**config.mk**
```make
export PLATFORM = sky130hd
export DESIGN_NAME = json_scalar_value_parser_unit
export DESIGN_NICKNAME = d
export VERILOG_FILES = /design/src/sv/jsvp_pkg.sv /design/src/sv/jsvp_step.sv /design/src/sv/json_scalar_value_parser_unit.sv
export SDC_FILE = /design/constraint.sdc
export NUM_CORES = 1
export LEC_CHECK = 0
export BUFFER_PORTS_ARGS = -buffer_cell sky130_fd_sc_hd__buf_2
export CORE_MARGIN = 1
export CORE_UTILIZATION = 50
export DETAILED_ROUTE_END_ITERATION = 6
export GPL_TIMING_DRIVEN = 0
export PLACE_DENSITY = 0.76
export SYNTH_ARGS = -nofsm -noshare
export SYNTH_HDL_FRONTEND = slang
export SYNTH_SLANG_ARGS = --single-unit
```
**constraint.sdc**
```tcl
create_clock -name clk_i -period 4 [get_ports clk_i]
set_clock_uncertainty 0.15 [all_clocks]
set_input_delay 0.8 -clock clk_i [delete_from_list [all_inputs] [get_ports clk_i]]
set_output_delay 0.8 -clock clk_i [all_outputs]
set_load 0.005 [all_outputs]
```
**src/sv/jsvp_pkg.sv**
```systemverilog
package jsvp_pkg;

  localparam int ByteW   = 8;
  localparam int TdataOW = 16;

  typedef enum logic [4:0] {
    PH_LEAD   = 5'd0,
    PH_LIT    = 5'd1,
    PH_STR    = 5'd2,
    PH_ESC    = 5'd3,
    PH_NSIGN  = 5'd4,
    PH_NZERO  = 5'd5,
    PH_NINT   = 5'd6,
    PH_NDOT   = 5'd7,
    PH_NFRAC  = 5'd8,
    PH_NEXP   = 5'd9,
    PH_NESIGN = 5'd10,
    PH_NEDIG  = 5'd11,
    PH_TRAIL  = 5'd12,
    PH_ERR    = 5'd13
  } phase_e;

  typedef enum logic [2:0] {
    ST_OK       = 3'd0,
    ST_EXPECT   = 3'd1,
    ST_INVALID  = 3'd2,
    ST_SINGULAR = 3'd3,
    ST_QUOTE    = 3'd4,
    ST_ESCAPE   = 3'd5,
    ST_CHAR     = 3'd6
  } status_e;

  typedef enum logic [2:0] {
    TY_NULL   = 3'd0,
    TY_FALSE  = 3'd1,
    TY_TRUE   = 3'd2,
    TY_NUMBER = 3'd3,
    TY_STRING = 3'd4
  } vtype_e;

  typedef enum logic [1:0] {
    LIT_NULL  = 2'd0,
    LIT_TRUE  = 2'd1,
    LIT_FALSE = 2'd2,
    LIT_NONE  = 2'd3
  } lit_e;

  typedef struct packed {
    phase_e     phase;
    logic [2:0] lit_pos;
    lit_e       lit_choice;
    status_e    held_status;
    vtype_e     held_type;
  } parse_state_t;

  typedef struct packed {
    logic             kind;
    logic [ByteW-1:0] data;
    vtype_e           vtype;
    status_e          status;
  } result_t;

  localparam parse_state_t StateReset = '{
    phase:       PH_LEAD,
    lit_pos:     3'd0,
    lit_choice:  LIT_NULL,
    held_status: ST_OK,
    held_type:   TY_NULL
  };

  // expected character of a literal word, zero past its end
  function automatic logic [ByteW-1:0] lit_char(lit_e choice, logic [2:0] pos);
    logic [ByteW-1:0] c;
    c = 8'h00;
    case (choice)
      LIT_NULL: begin
        case (pos)
          3'd0:    c = "n";
          3'd1:    c = "u";
          3'd2:    c = "l";
          3'd3:    c = "l";
          default: c = 8'h00;
        endcase
      end
      LIT_TRUE: begin
        case (pos)
          3'd0:    c = "t";
          3'd1:    c = "r";
          3'd2:    c = "u";
          3'd3:    c = "e";
          default: c = 8'h00;
        endcase
      end
      LIT_FALSE: begin
        case (pos)
          3'd0:    c = "f";
          3'd1:    c = "a";
          3'd2:    c = "l";
          3'd3:    c = "s";
          3'd4:    c = "e";
          default: c = 8'h00;
        endcase
      end
      default: c = 8'h00;
    endcase
    return c;
  endfunction

  function automatic vtype_e lit_type(lit_e choice);
    vtype_e t;
    case (choice)
      LIT_TRUE:  t = TY_TRUE;
      LIT_FALSE: t = TY_FALSE;
      default:   t = TY_NULL;
    endcase
    return t;
  endfunction

endpackage

```
**src/sv/jsvp_step.sv**
```systemverilog
module jsvp_step
  import jsvp_pkg::*;
(
  input  parse_state_t     state_i,
  input  logic [ByteW-1:0] byte_i,
  output parse_state_t     state_o,
  output logic             has_result_o,
  output result_t          result_o
);

  logic             is_end, is_space, is_digit, is_exp;
  logic             do_verdict, do_fail, do_emit, do_after;
  status_e          v_status, f_status;
  vtype_e           v_type, after_type;
  logic [ByteW-1:0] emit_byte;
  logic [ByteW-1:0] want;
  logic [2:0]       pos_next;
  parse_state_t     st;

  assign is_end   = (byte_i == 8'h00);
  assign is_space = (byte_i == 8'h20) || (byte_i == 8'h09) ||
                    (byte_i == 8'h0A) || (byte_i == 8'h0D);
  assign is_digit = (byte_i >= "0") && (byte_i <= "9");
  assign is_exp   = (byte_i == "e") || (byte_i == "E");
  assign want     = lit_char(state_i.lit_choice, state_i.lit_pos);
  assign pos_next = state_i.lit_pos + 3'd1;

  always_comb begin
    st         = state_i;
    do_verdict = 1'b0;
    do_fail    = 1'b0;
    do_emit    = 1'b0;
    do_after   = 1'b0;
    v_status   = ST_OK;
    v_type     = TY_NULL;
    f_status   = ST_OK;
    after_type = state_i.held_type;
    emit_byte  = 8'h00;

    case (state_i.phase)
      PH_LEAD: begin
        if (is_end) begin
          do_verdict = 1'b1;
          v_status   = ST_EXPECT;
        end else if (is_space) begin
          st.phase = PH_LEAD;
        end else if (byte_i == "n" || byte_i == "t" || byte_i == "f") begin
          st.lit_choice = (byte_i == "n") ? LIT_NULL :
                          (byte_i == "t") ? LIT_TRUE : LIT_FALSE;
          st.lit_pos    = 3'd1;
          st.phase      = PH_LIT;
        end else if (byte_i == "\"") begin
          st.phase = PH_STR;
        end else if (byte_i == "-") begin
          st.phase = PH_NSIGN;
        end else if (byte_i == "0") begin
          st.phase = PH_NZERO;
        end else if (is_digit) begin
          st.phase = PH_NINT;
        end else begin
          do_fail  = 1'b1;
          f_status = ST_INVALID;
        end
      end
      PH_LIT: begin
        if (want == 8'h00 || byte_i != want) begin
          do_fail  = 1'b1;
          f_status = ST_INVALID;
        end else begin
          st.lit_pos = pos_next;
          if (lit_char(state_i.lit_choice, pos_next) == 8'h00) begin
            st.held_type = lit_type(state_i.lit_choice);
            st.phase     = PH_TRAIL;
            st.lit_pos   = 3'd0;
          end
        end
      end
      PH_STR: begin
        if (byte_i == "\"") begin
          st.held_type = TY_STRING;
          st.phase     = PH_TRAIL;
        end else if (is_end) begin
          do_verdict = 1'b1;
          v_status   = ST_QUOTE;
        end else if (byte_i == "\\") begin
          st.phase = PH_ESC;
        end else if (byte_i < 8'h20) begin
          do_fail  = 1'b1;
          f_status = ST_CHAR;
        end else begin
          do_emit   = 1'b1;
          emit_byte = byte_i;
        end
      end
      PH_ESC: begin
        do_emit  = 1'b1;
        st.phase = PH_STR;
        case (byte_i)
          "\"":    emit_byte = "\"";
          "\\":    emit_byte = "\\";
          "/":     emit_byte = "/";
          "b":     emit_byte = 8'h08;
          "f":     emit_byte = 8'h0C;
          "n":     emit_byte = 8'h0A;
          "r":     emit_byte = 8'h0D;
          "t":     emit_byte = 8'h09;
          default: begin
            do_emit  = 1'b0;
            do_fail  = 1'b1;
            f_status = ST_ESCAPE;
            st.phase = PH_ESC;
          end
        endcase
      end
      PH_NSIGN: begin
        if (byte_i == "0") begin
          st.phase = PH_NZERO;
        end else if (is_digit) begin
          st.phase = PH_NINT;
        end else begin
          do_fail  = 1'b1;
          f_status = ST_INVALID;
        end
      end
      PH_NZERO, PH_NINT: begin
        if (state_i.phase == PH_NINT && is_digit) begin
          st.phase = PH_NINT;
        end else if (byte_i == ".") begin
          st.phase = PH_NDOT;
        end else if (is_exp) begin
          st.phase = PH_NEXP;
        end else begin
          do_after   = 1'b1;
          after_type = TY_NUMBER;
        end
      end
      PH_NDOT: begin
        if (is_digit) begin
          st.phase = PH_NFRAC;
        end else begin
          do_fail  = 1'b1;
          f_status = ST_INVALID;
        end
      end
      PH_NFRAC: begin
        if (is_digit) begin
          st.phase = PH_NFRAC;
        end else if (is_exp) begin
          st.phase = PH_NEXP;
        end else begin
          do_after   = 1'b1;
          after_type = TY_NUMBER;
        end
      end
      PH_NEXP: begin
        if (byte_i == "+" || byte_i == "-") begin
          st.phase = PH_NESIGN;
        end else if (is_digit) begin
          st.phase = PH_NEDIG;
        end else begin
          do_fail  = 1'b1;
          f_status = ST_INVALID;
        end
      end
      PH_NESIGN: begin
        if (is_digit) begin
          st.phase = PH_NEDIG;
        end else begin
          do_fail  = 1'b1;
          f_status = ST_INVALID;
        end
      end
      PH_NEDIG: begin
        if (!is_digit) begin
          do_after   = 1'b1;
          after_type = TY_NUMBER;
        end
      end
      PH_TRAIL: begin
        do_after = 1'b1;
      end
      default: begin
        // error phase, and unused codes behave the same
        if (is_end) begin
          do_verdict = 1'b1;
          v_status   = state_i.held_status;
        end else begin
          st.phase = PH_ERR;
        end
      end
    endcase

    // byte following a complete value
    if (do_after) begin
      st.held_type = after_type;
      if (is_end) begin
        do_verdict = 1'b1;
        v_status   = ST_OK;
        v_type     = after_type;
      end else if (is_space) begin
        st.phase = PH_TRAIL;
      end else begin
        do_fail  = 1'b1;
        f_status = ST_SINGULAR;
      end
    end

    if (do_fail) begin
      if (is_end) begin
        do_verdict = 1'b1;
        v_status   = f_status;
        v_type     = TY_NULL;
      end else begin
        st.held_status = f_status;
        st.held_type   = TY_NULL;
        st.phase       = PH_ERR;
      end
    end

    if (do_verdict) begin
      st = StateReset;
    end
  end

  assign state_o      = st;
  assign has_result_o = do_verdict || do_emit;

  always_comb begin
    result_o = '{kind: 1'b0, data: emit_byte, vtype: TY_NULL, status: ST_OK};
    if (do_verdict) begin
      result_o.kind   = 1'b1;
      result_o.data   = 8'h00;
      result_o.vtype  = (v_status == ST_OK) ? v_type : TY_NULL;
      result_o.status = v_status;
    end
  end

endmodule

```
**src/sv/json_scalar_value_parser_unit.sv**
```systemverilog
// json scalar value parser: one text byte per request on the slave channel,
// a zero byte closes the text. leading and trailing whitespace is skipped,
// one literal, number or quoted string is checked in between.
// master channel: tuser low marks a decoded string byte (tdata[7:0]),
// tuser high with tlast marks the closing verdict (type tdata[10:8],
// status tdata[13:11]). after an error later bytes give no output but the
// closing verdict, and the consumer drops string bytes already seen for
// that text. a byte with a result goes from the input register through
// the parser state update into the output register.
// throughput: one byte per cycle unless the master side stalls, set by the
// single parser state update between the input and output registers.
// when the master side stalls, the output register holds its result and the
// input register takes one more byte; bytes that give no output still move
// on while the output waits.
// reset puts both registers empty and the parser at its leading whitespace
// state, ready for a new text.
module json_scalar_value_parser_unit
  import jsvp_pkg::*;
(
  input  logic               clk_i,
  input  logic               rst_ni,
  input  logic               s_axis_tvalid_i,
  output logic               s_axis_tready_o,
  input  logic [ByteW-1:0]   s_axis_tdata_i,   // text_byte
  output logic               m_axis_tvalid_o,
  input  logic               m_axis_tready_i,
  output logic [TdataOW-1:0] m_axis_tdata_o,   // decoded_byte, value_type, parse_status
  output logic               m_axis_tuser_o,   // result_kind
  output logic               m_axis_tlast_o    // last_flag
);

  logic             in_valid_q, in_valid_d;
  logic [ByteW-1:0] in_byte_q;
  logic             out_valid_q, out_valid_d;
  result_t          out_q;
  parse_state_t     state_q, state_d;
  logic             has_result;
  result_t          result;
  logic             advance;

  jsvp_step u_step (
    .state_i      (state_q),
    .byte_i       (in_byte_q),
    .state_o      (state_d),
    .has_result_o (has_result),
    .result_o     (result)
  );

  // a byte without output never waits for the master side
  assign advance = in_valid_q && (!has_result || !out_valid_q || m_axis_tready_i);
  assign s_axis_tready_o = !in_valid_q || advance;

  always_comb begin
    in_valid_d = in_valid_q;
    if (advance) begin
      in_valid_d = 1'b0;
    end
    if (s_axis_tvalid_i && s_axis_tready_o) begin
      in_valid_d = 1'b1;
    end
    out_valid_d = out_valid_q;
    if (m_axis_tready_i) begin
      out_valid_d = 1'b0;
    end
    if (advance && has_result) begin
      out_valid_d = 1'b1;
    end
  end

  always_ff @(posedge clk_i or negedge rst_ni) begin
    if (!rst_ni) begin
      in_valid_q  <= 1'b0;
      out_valid_q <= 1'b0;
      state_q     <= StateReset;
    end else begin
      in_valid_q  <= in_valid_d;
      out_valid_q <= out_valid_d;
      if (advance) begin
        state_q <= state_d;
      end
    end
  end

  always_ff @(posedge clk_i) begin
    if (s_axis_tvalid_i && s_axis_tready_o) begin
      in_byte_q <= s_axis_tdata_i;
    end
    if (advance && has_result) begin
      out_q <= result;
    end
  end

  assign m_axis_tvalid_o = out_valid_q;
  assign m_axis_tdata_o  = {2'b00, out_q.status, out_q.vtype, out_q.data};
  assign m_axis_tuser_o  = out_q.kind;
  assign m_axis_tlast_o  = out_q.kind;

`ifndef ASSERT_OFF
  a_verdict_resets: assert property (@(posedge clk_i) disable iff (!rst_ni)
    advance && has_result && result.kind |=> state_q.phase == PH_LEAD)
    else $error("parser not back at leading whitespace after a verdict");

  a_byte_in_string: assert property (@(posedge clk_i) disable iff (!rst_ni)
    advance && has_result && !result.kind |->
      state_q.phase == PH_STR || state_q.phase == PH_ESC)
    else $error("string byte emitted outside a string");

  a_err_holds_status: assert property (@(posedge clk_i) disable iff (!rst_ni)
    state_q.phase == PH_ERR |-> state_q.held_status != ST_OK)
    else $error("error phase without an error status");

  a_no_overwrite: assert property (@(posedge clk_i) disable iff (!rst_ni)
    out_valid_q && !m_axis_tready_i |-> !(advance && has_result))
    else $error("pending result overwritten");
`endif

endmodule
```
==> flow_summary.toml <==
[synthesis]
syn-mean-instance-area_um2 = 8.71
ys.flop_type = "edfxtp_1"
ys_seq_elements = 41
seq_area_frac_synth_pct = 33.5
syn_inst = 391
async_flop_share_pct = 43.9
ys_warn_count = 0
synth_cell_types = 80
netlist_area_mm2 = 0.00341
synth_edf_count = 23

[floorplanning]
die_w_um = 84.5
io_pins = 32
core_area_mm2 = 0.00646
die_area_mm2 = 0.00715
die_h_um = 84.5
start_util_pct = 52.7
fp-row-count = 29

[cells_and_area]
antenna_cells = 0
seq_area_mm2 = 0.00114
multiInputGateArea_mm2 = 0.00215
nets = 446
num-fill-cells = 572
area_growth_pct = 12.0
drive_gt1_share_pct = 16.6
design_area_mm2 = 0.00381
final_core_util_pct = 59.0

[flow_run]
drv_cap = 0

[clock_tree]
root_buffer = "clkbuf_8"
htree_levels = 2
postCtsSetupRepairBufs = 0
clkTransAtPathRegs_ps = 90
tritoncts = "yes"
worstSkewPairLatency_ps = 310
cts.sinks = 41
numCtsBuffers = 5
clock_path_buffers = 2

[pwr]
share_seq_of_total_power_pct = 32.1
power_uw = 1640
switching_share_pct = 41.4
p_int_uw = 961
p_leak_uw = 0.00145
pwr-share-comb_pct = 46.6
clockPowerShare_pct = 21.3
vdd_drop_max_mv = 0.256
p_per_area_mw_per_mm2 = 430
p_sw_uw = 678

[global_route]
grt_max_degree = 19
grt.met2_usage_pct = 44.2
grt_use_total_pct = 27.9
grt_pass1_vias = 3176
busiest_layer = "met2"
grtUsageMet1_pct = 37.6
grt.overflow.total = 0
gr-usage-met3_pct = 4.42
grt_pass1_wl_um = 15800
antenna_found_initial = 0

[worst_setup_path]
cp-start-kind = "flip-flop"
cpPeakStageDelay_ps = 360
critPathCaptureType = "primary output"
crit_path_frequent_cell = "nand2_1"
critPathRequiredTime_ps = 3050
critPathSlowestCell = "edfxtp_1"
path_buf_inv = 3
critPathKind = "flip-flop to primary output"
path_cells = "clkbuf_1 -> buf_1 -> nor3_1 -> nand3_1 -> nand2_1 -> nor3_2 -> nor3_4 -> nor2_1 -> nand2_1 -> buf_2"
crit_family = "simple AND/OR/NAND/NOR gates"
cp.arrival_ps = 2830
critPathMaxFanout = 10

[timing]
rsz0062_at_grt = "false"
worst_slack_ps = 223
fin_crit_sh_pct = 94.4
final-max-slew-violation-count = 0
hold_slack_ps = 270
max_freq_mhz = 265
finalCriticalPeriod_ps = 3780
final_hold_viol_count = 0
worstMarginPinSlew_ps = 786
finalSetupViolCount = 0
maxSlewHeadroom_pct = 47.3

[place]
place_hpwl_um = 7490
io_buffers = 29
place_area_mm2 = 0.00365
gp_congestion = 0.959
pre_cts_slack_ps = -629

[routing]
drt_first_pass_iters = 7
wirelength_um = 10000
post_drt_via_cell_ratio = 6.88
drcViolationCount = 2
via_count = 3472
ant_nets = 0
wl_per_cell_um = 19.9
first_iter_violations = 436

[min_path]
hp-class = "input pin to async pin"

[outcome]
violations = "DRC"
status = "finished, violations left"
[Yosys cell counts (4+ instances only)]
library cell | n | area [um^2]
o211ai_1 | 6 | 45.0
nand4_1 | 4 | 25.0
o21ai_0 | 21 | 105
and2_1 | 8 | 50.1
nand2_1 | 24 | 90.1
edfxtp_1 | 23 | 691
nor4_1 | 13 | 81.3
nor2_1 | 20 | 75.1
a31oi_1 | 11 | 68.8
nor3_1 | 13 | 65.1
and3_1 | 7 | 43.8
a21oi_1 | 17 | 85.1
o31ai_1 | 4 | 30.0
o311ai_0 | 4 | 35.0
clkbuf_1 | 26 | 97.6
o2bb2ai_1 | 5 | 43.8
nand3b_1 | 4 | 30.0
nor2b_1 | 11 | 68.8
nand3_1 | 9 | 45.0
a211oi_1 | 5 | 37.5
nand2b_1 | 18 | 113
nor4bb_1 | 7 | 70.1
inv_1 | 10 | 37.5
o22ai_1 | 4 | 25.0
nor3b_1 | 5 | 37.5
ha_1 | 7 | 87.6
or3_1 | 5 | 31.3
dfrtp_1 | 18 | 450
[power by group through the flow]
stage | Combinational [uW] | Clock [uW] | Sequential, uW
global route | 812 | 366 | 530
floorplan | 553 | 0 | 520
global placement | 716 | 0 | 530
CTS | 728 | 352 | 523
finish | 764 | 349 | 525
detailed placement | 718 | 0 | 532
[worst reg2reg max path: cells and delay by family (launching register included)]
family	cells	cell delay [ps]
simple gates	6	1770
buf+inv	3	770
flops	1	360
compound gates	1	270
[cells by family (layout without fill, tap and decap cells)]
kind of cell | Yosys count | after routing | synth area share (%)
other cells | 1 | 2 | 0.110
buf+inv | 42 | 78 | 5.00
xor+xnor | 4 | 4 | 1.03
mux | 6 | 6 | 1.91
fa+ha+maj | 7 | 7 | 2.57
simple gates | 173 | 173 | 30.9
flops | 41 | 41 | 33.5
compound gates | 117 | 117 | 24.9
[through the flow]
stage | cells | TNS [ps]
after global routing | 505 | 0
after detailed placement | 498 | -9420
after CTS | 506 | 0
final | 505 | 0
after floorplan | 392 | 0
after global placement | 498 | -8730
[per-layer routing]
metal | part of all wire [%] | wire (um) | vias to the layer above
met5 | 0 | 0 | -
met4 | 4.7 | 469 | 0
met3 | 7.2 | 725 | 42
met2 | 45 | 4540 | 184
met1 | 43 | 4300 | 1664
li1 | - | - | 1582
[cell type report]
class	instances	share of cell area (%)
Buffer	31	3.41
Clock buffer	5	1.80
Clock inverter	3	1.21
Inverter	10	0.984
Multi-Input combinational cell	309	56.3
Sequential cell	41	29.9
Tap cell	77	2.53
Timing Repair Buffer	29	3.81
[final timing paths]
check | depth (start not counted) | slack [ps] | startpoint | to
max | 10 | 220 | in_byte_q[2] | s_axis_tready_o
max reg2reg | 10 | 330 | in_byte_q[2] | m_axis_tdata_o[4]
min reg2reg | 1 | 360 | state_q[4] | state_q[4]
max in group asynchronous | 1 | 3100 | rst_ni | state_q[6]
min | 1 | 270 | rst_ni | state_q[12]
min in group clk_i | 1 | 360 | state_q[4] | state_q[4]
[cell usage in the layout, fill, tap and decap left out, types with 8 or more instances in the layout]
cell type,count
nor4_1,12
dfrtp_1,18
a31oi_1,10
nor2b_1,11
inv_1,10
and2_1,8
nand2b_1,18
clkbuf_1,25
nand2_1,24
o21ai_0,21
nor2_1,19
a21oi_1,17
buf_2,30
nand3_1,9
nor3_1,11
edfxtp_1,23
[sequential cells by signal, indices dropped and copies added (netlist names)]
name,cells
state_q,16
m_axis_tlast_o,1
in_byte_q,8
in_valid_q,1
m_axis_tdata_o,14
m_axis_tvalid_o,1
[timing repair]
| item | 4_1_cts | 5_1_grt |
|---|---|---|
| endpoints found under the setup margin | 16 | 24 |
| endpoints found under the hold margin | 0 | 0 |
| hold buffers | 0 | 0 |
| gates resized for setup | 3 | 7 |
No activity file was read; power rests on OpenSTA's default activity.
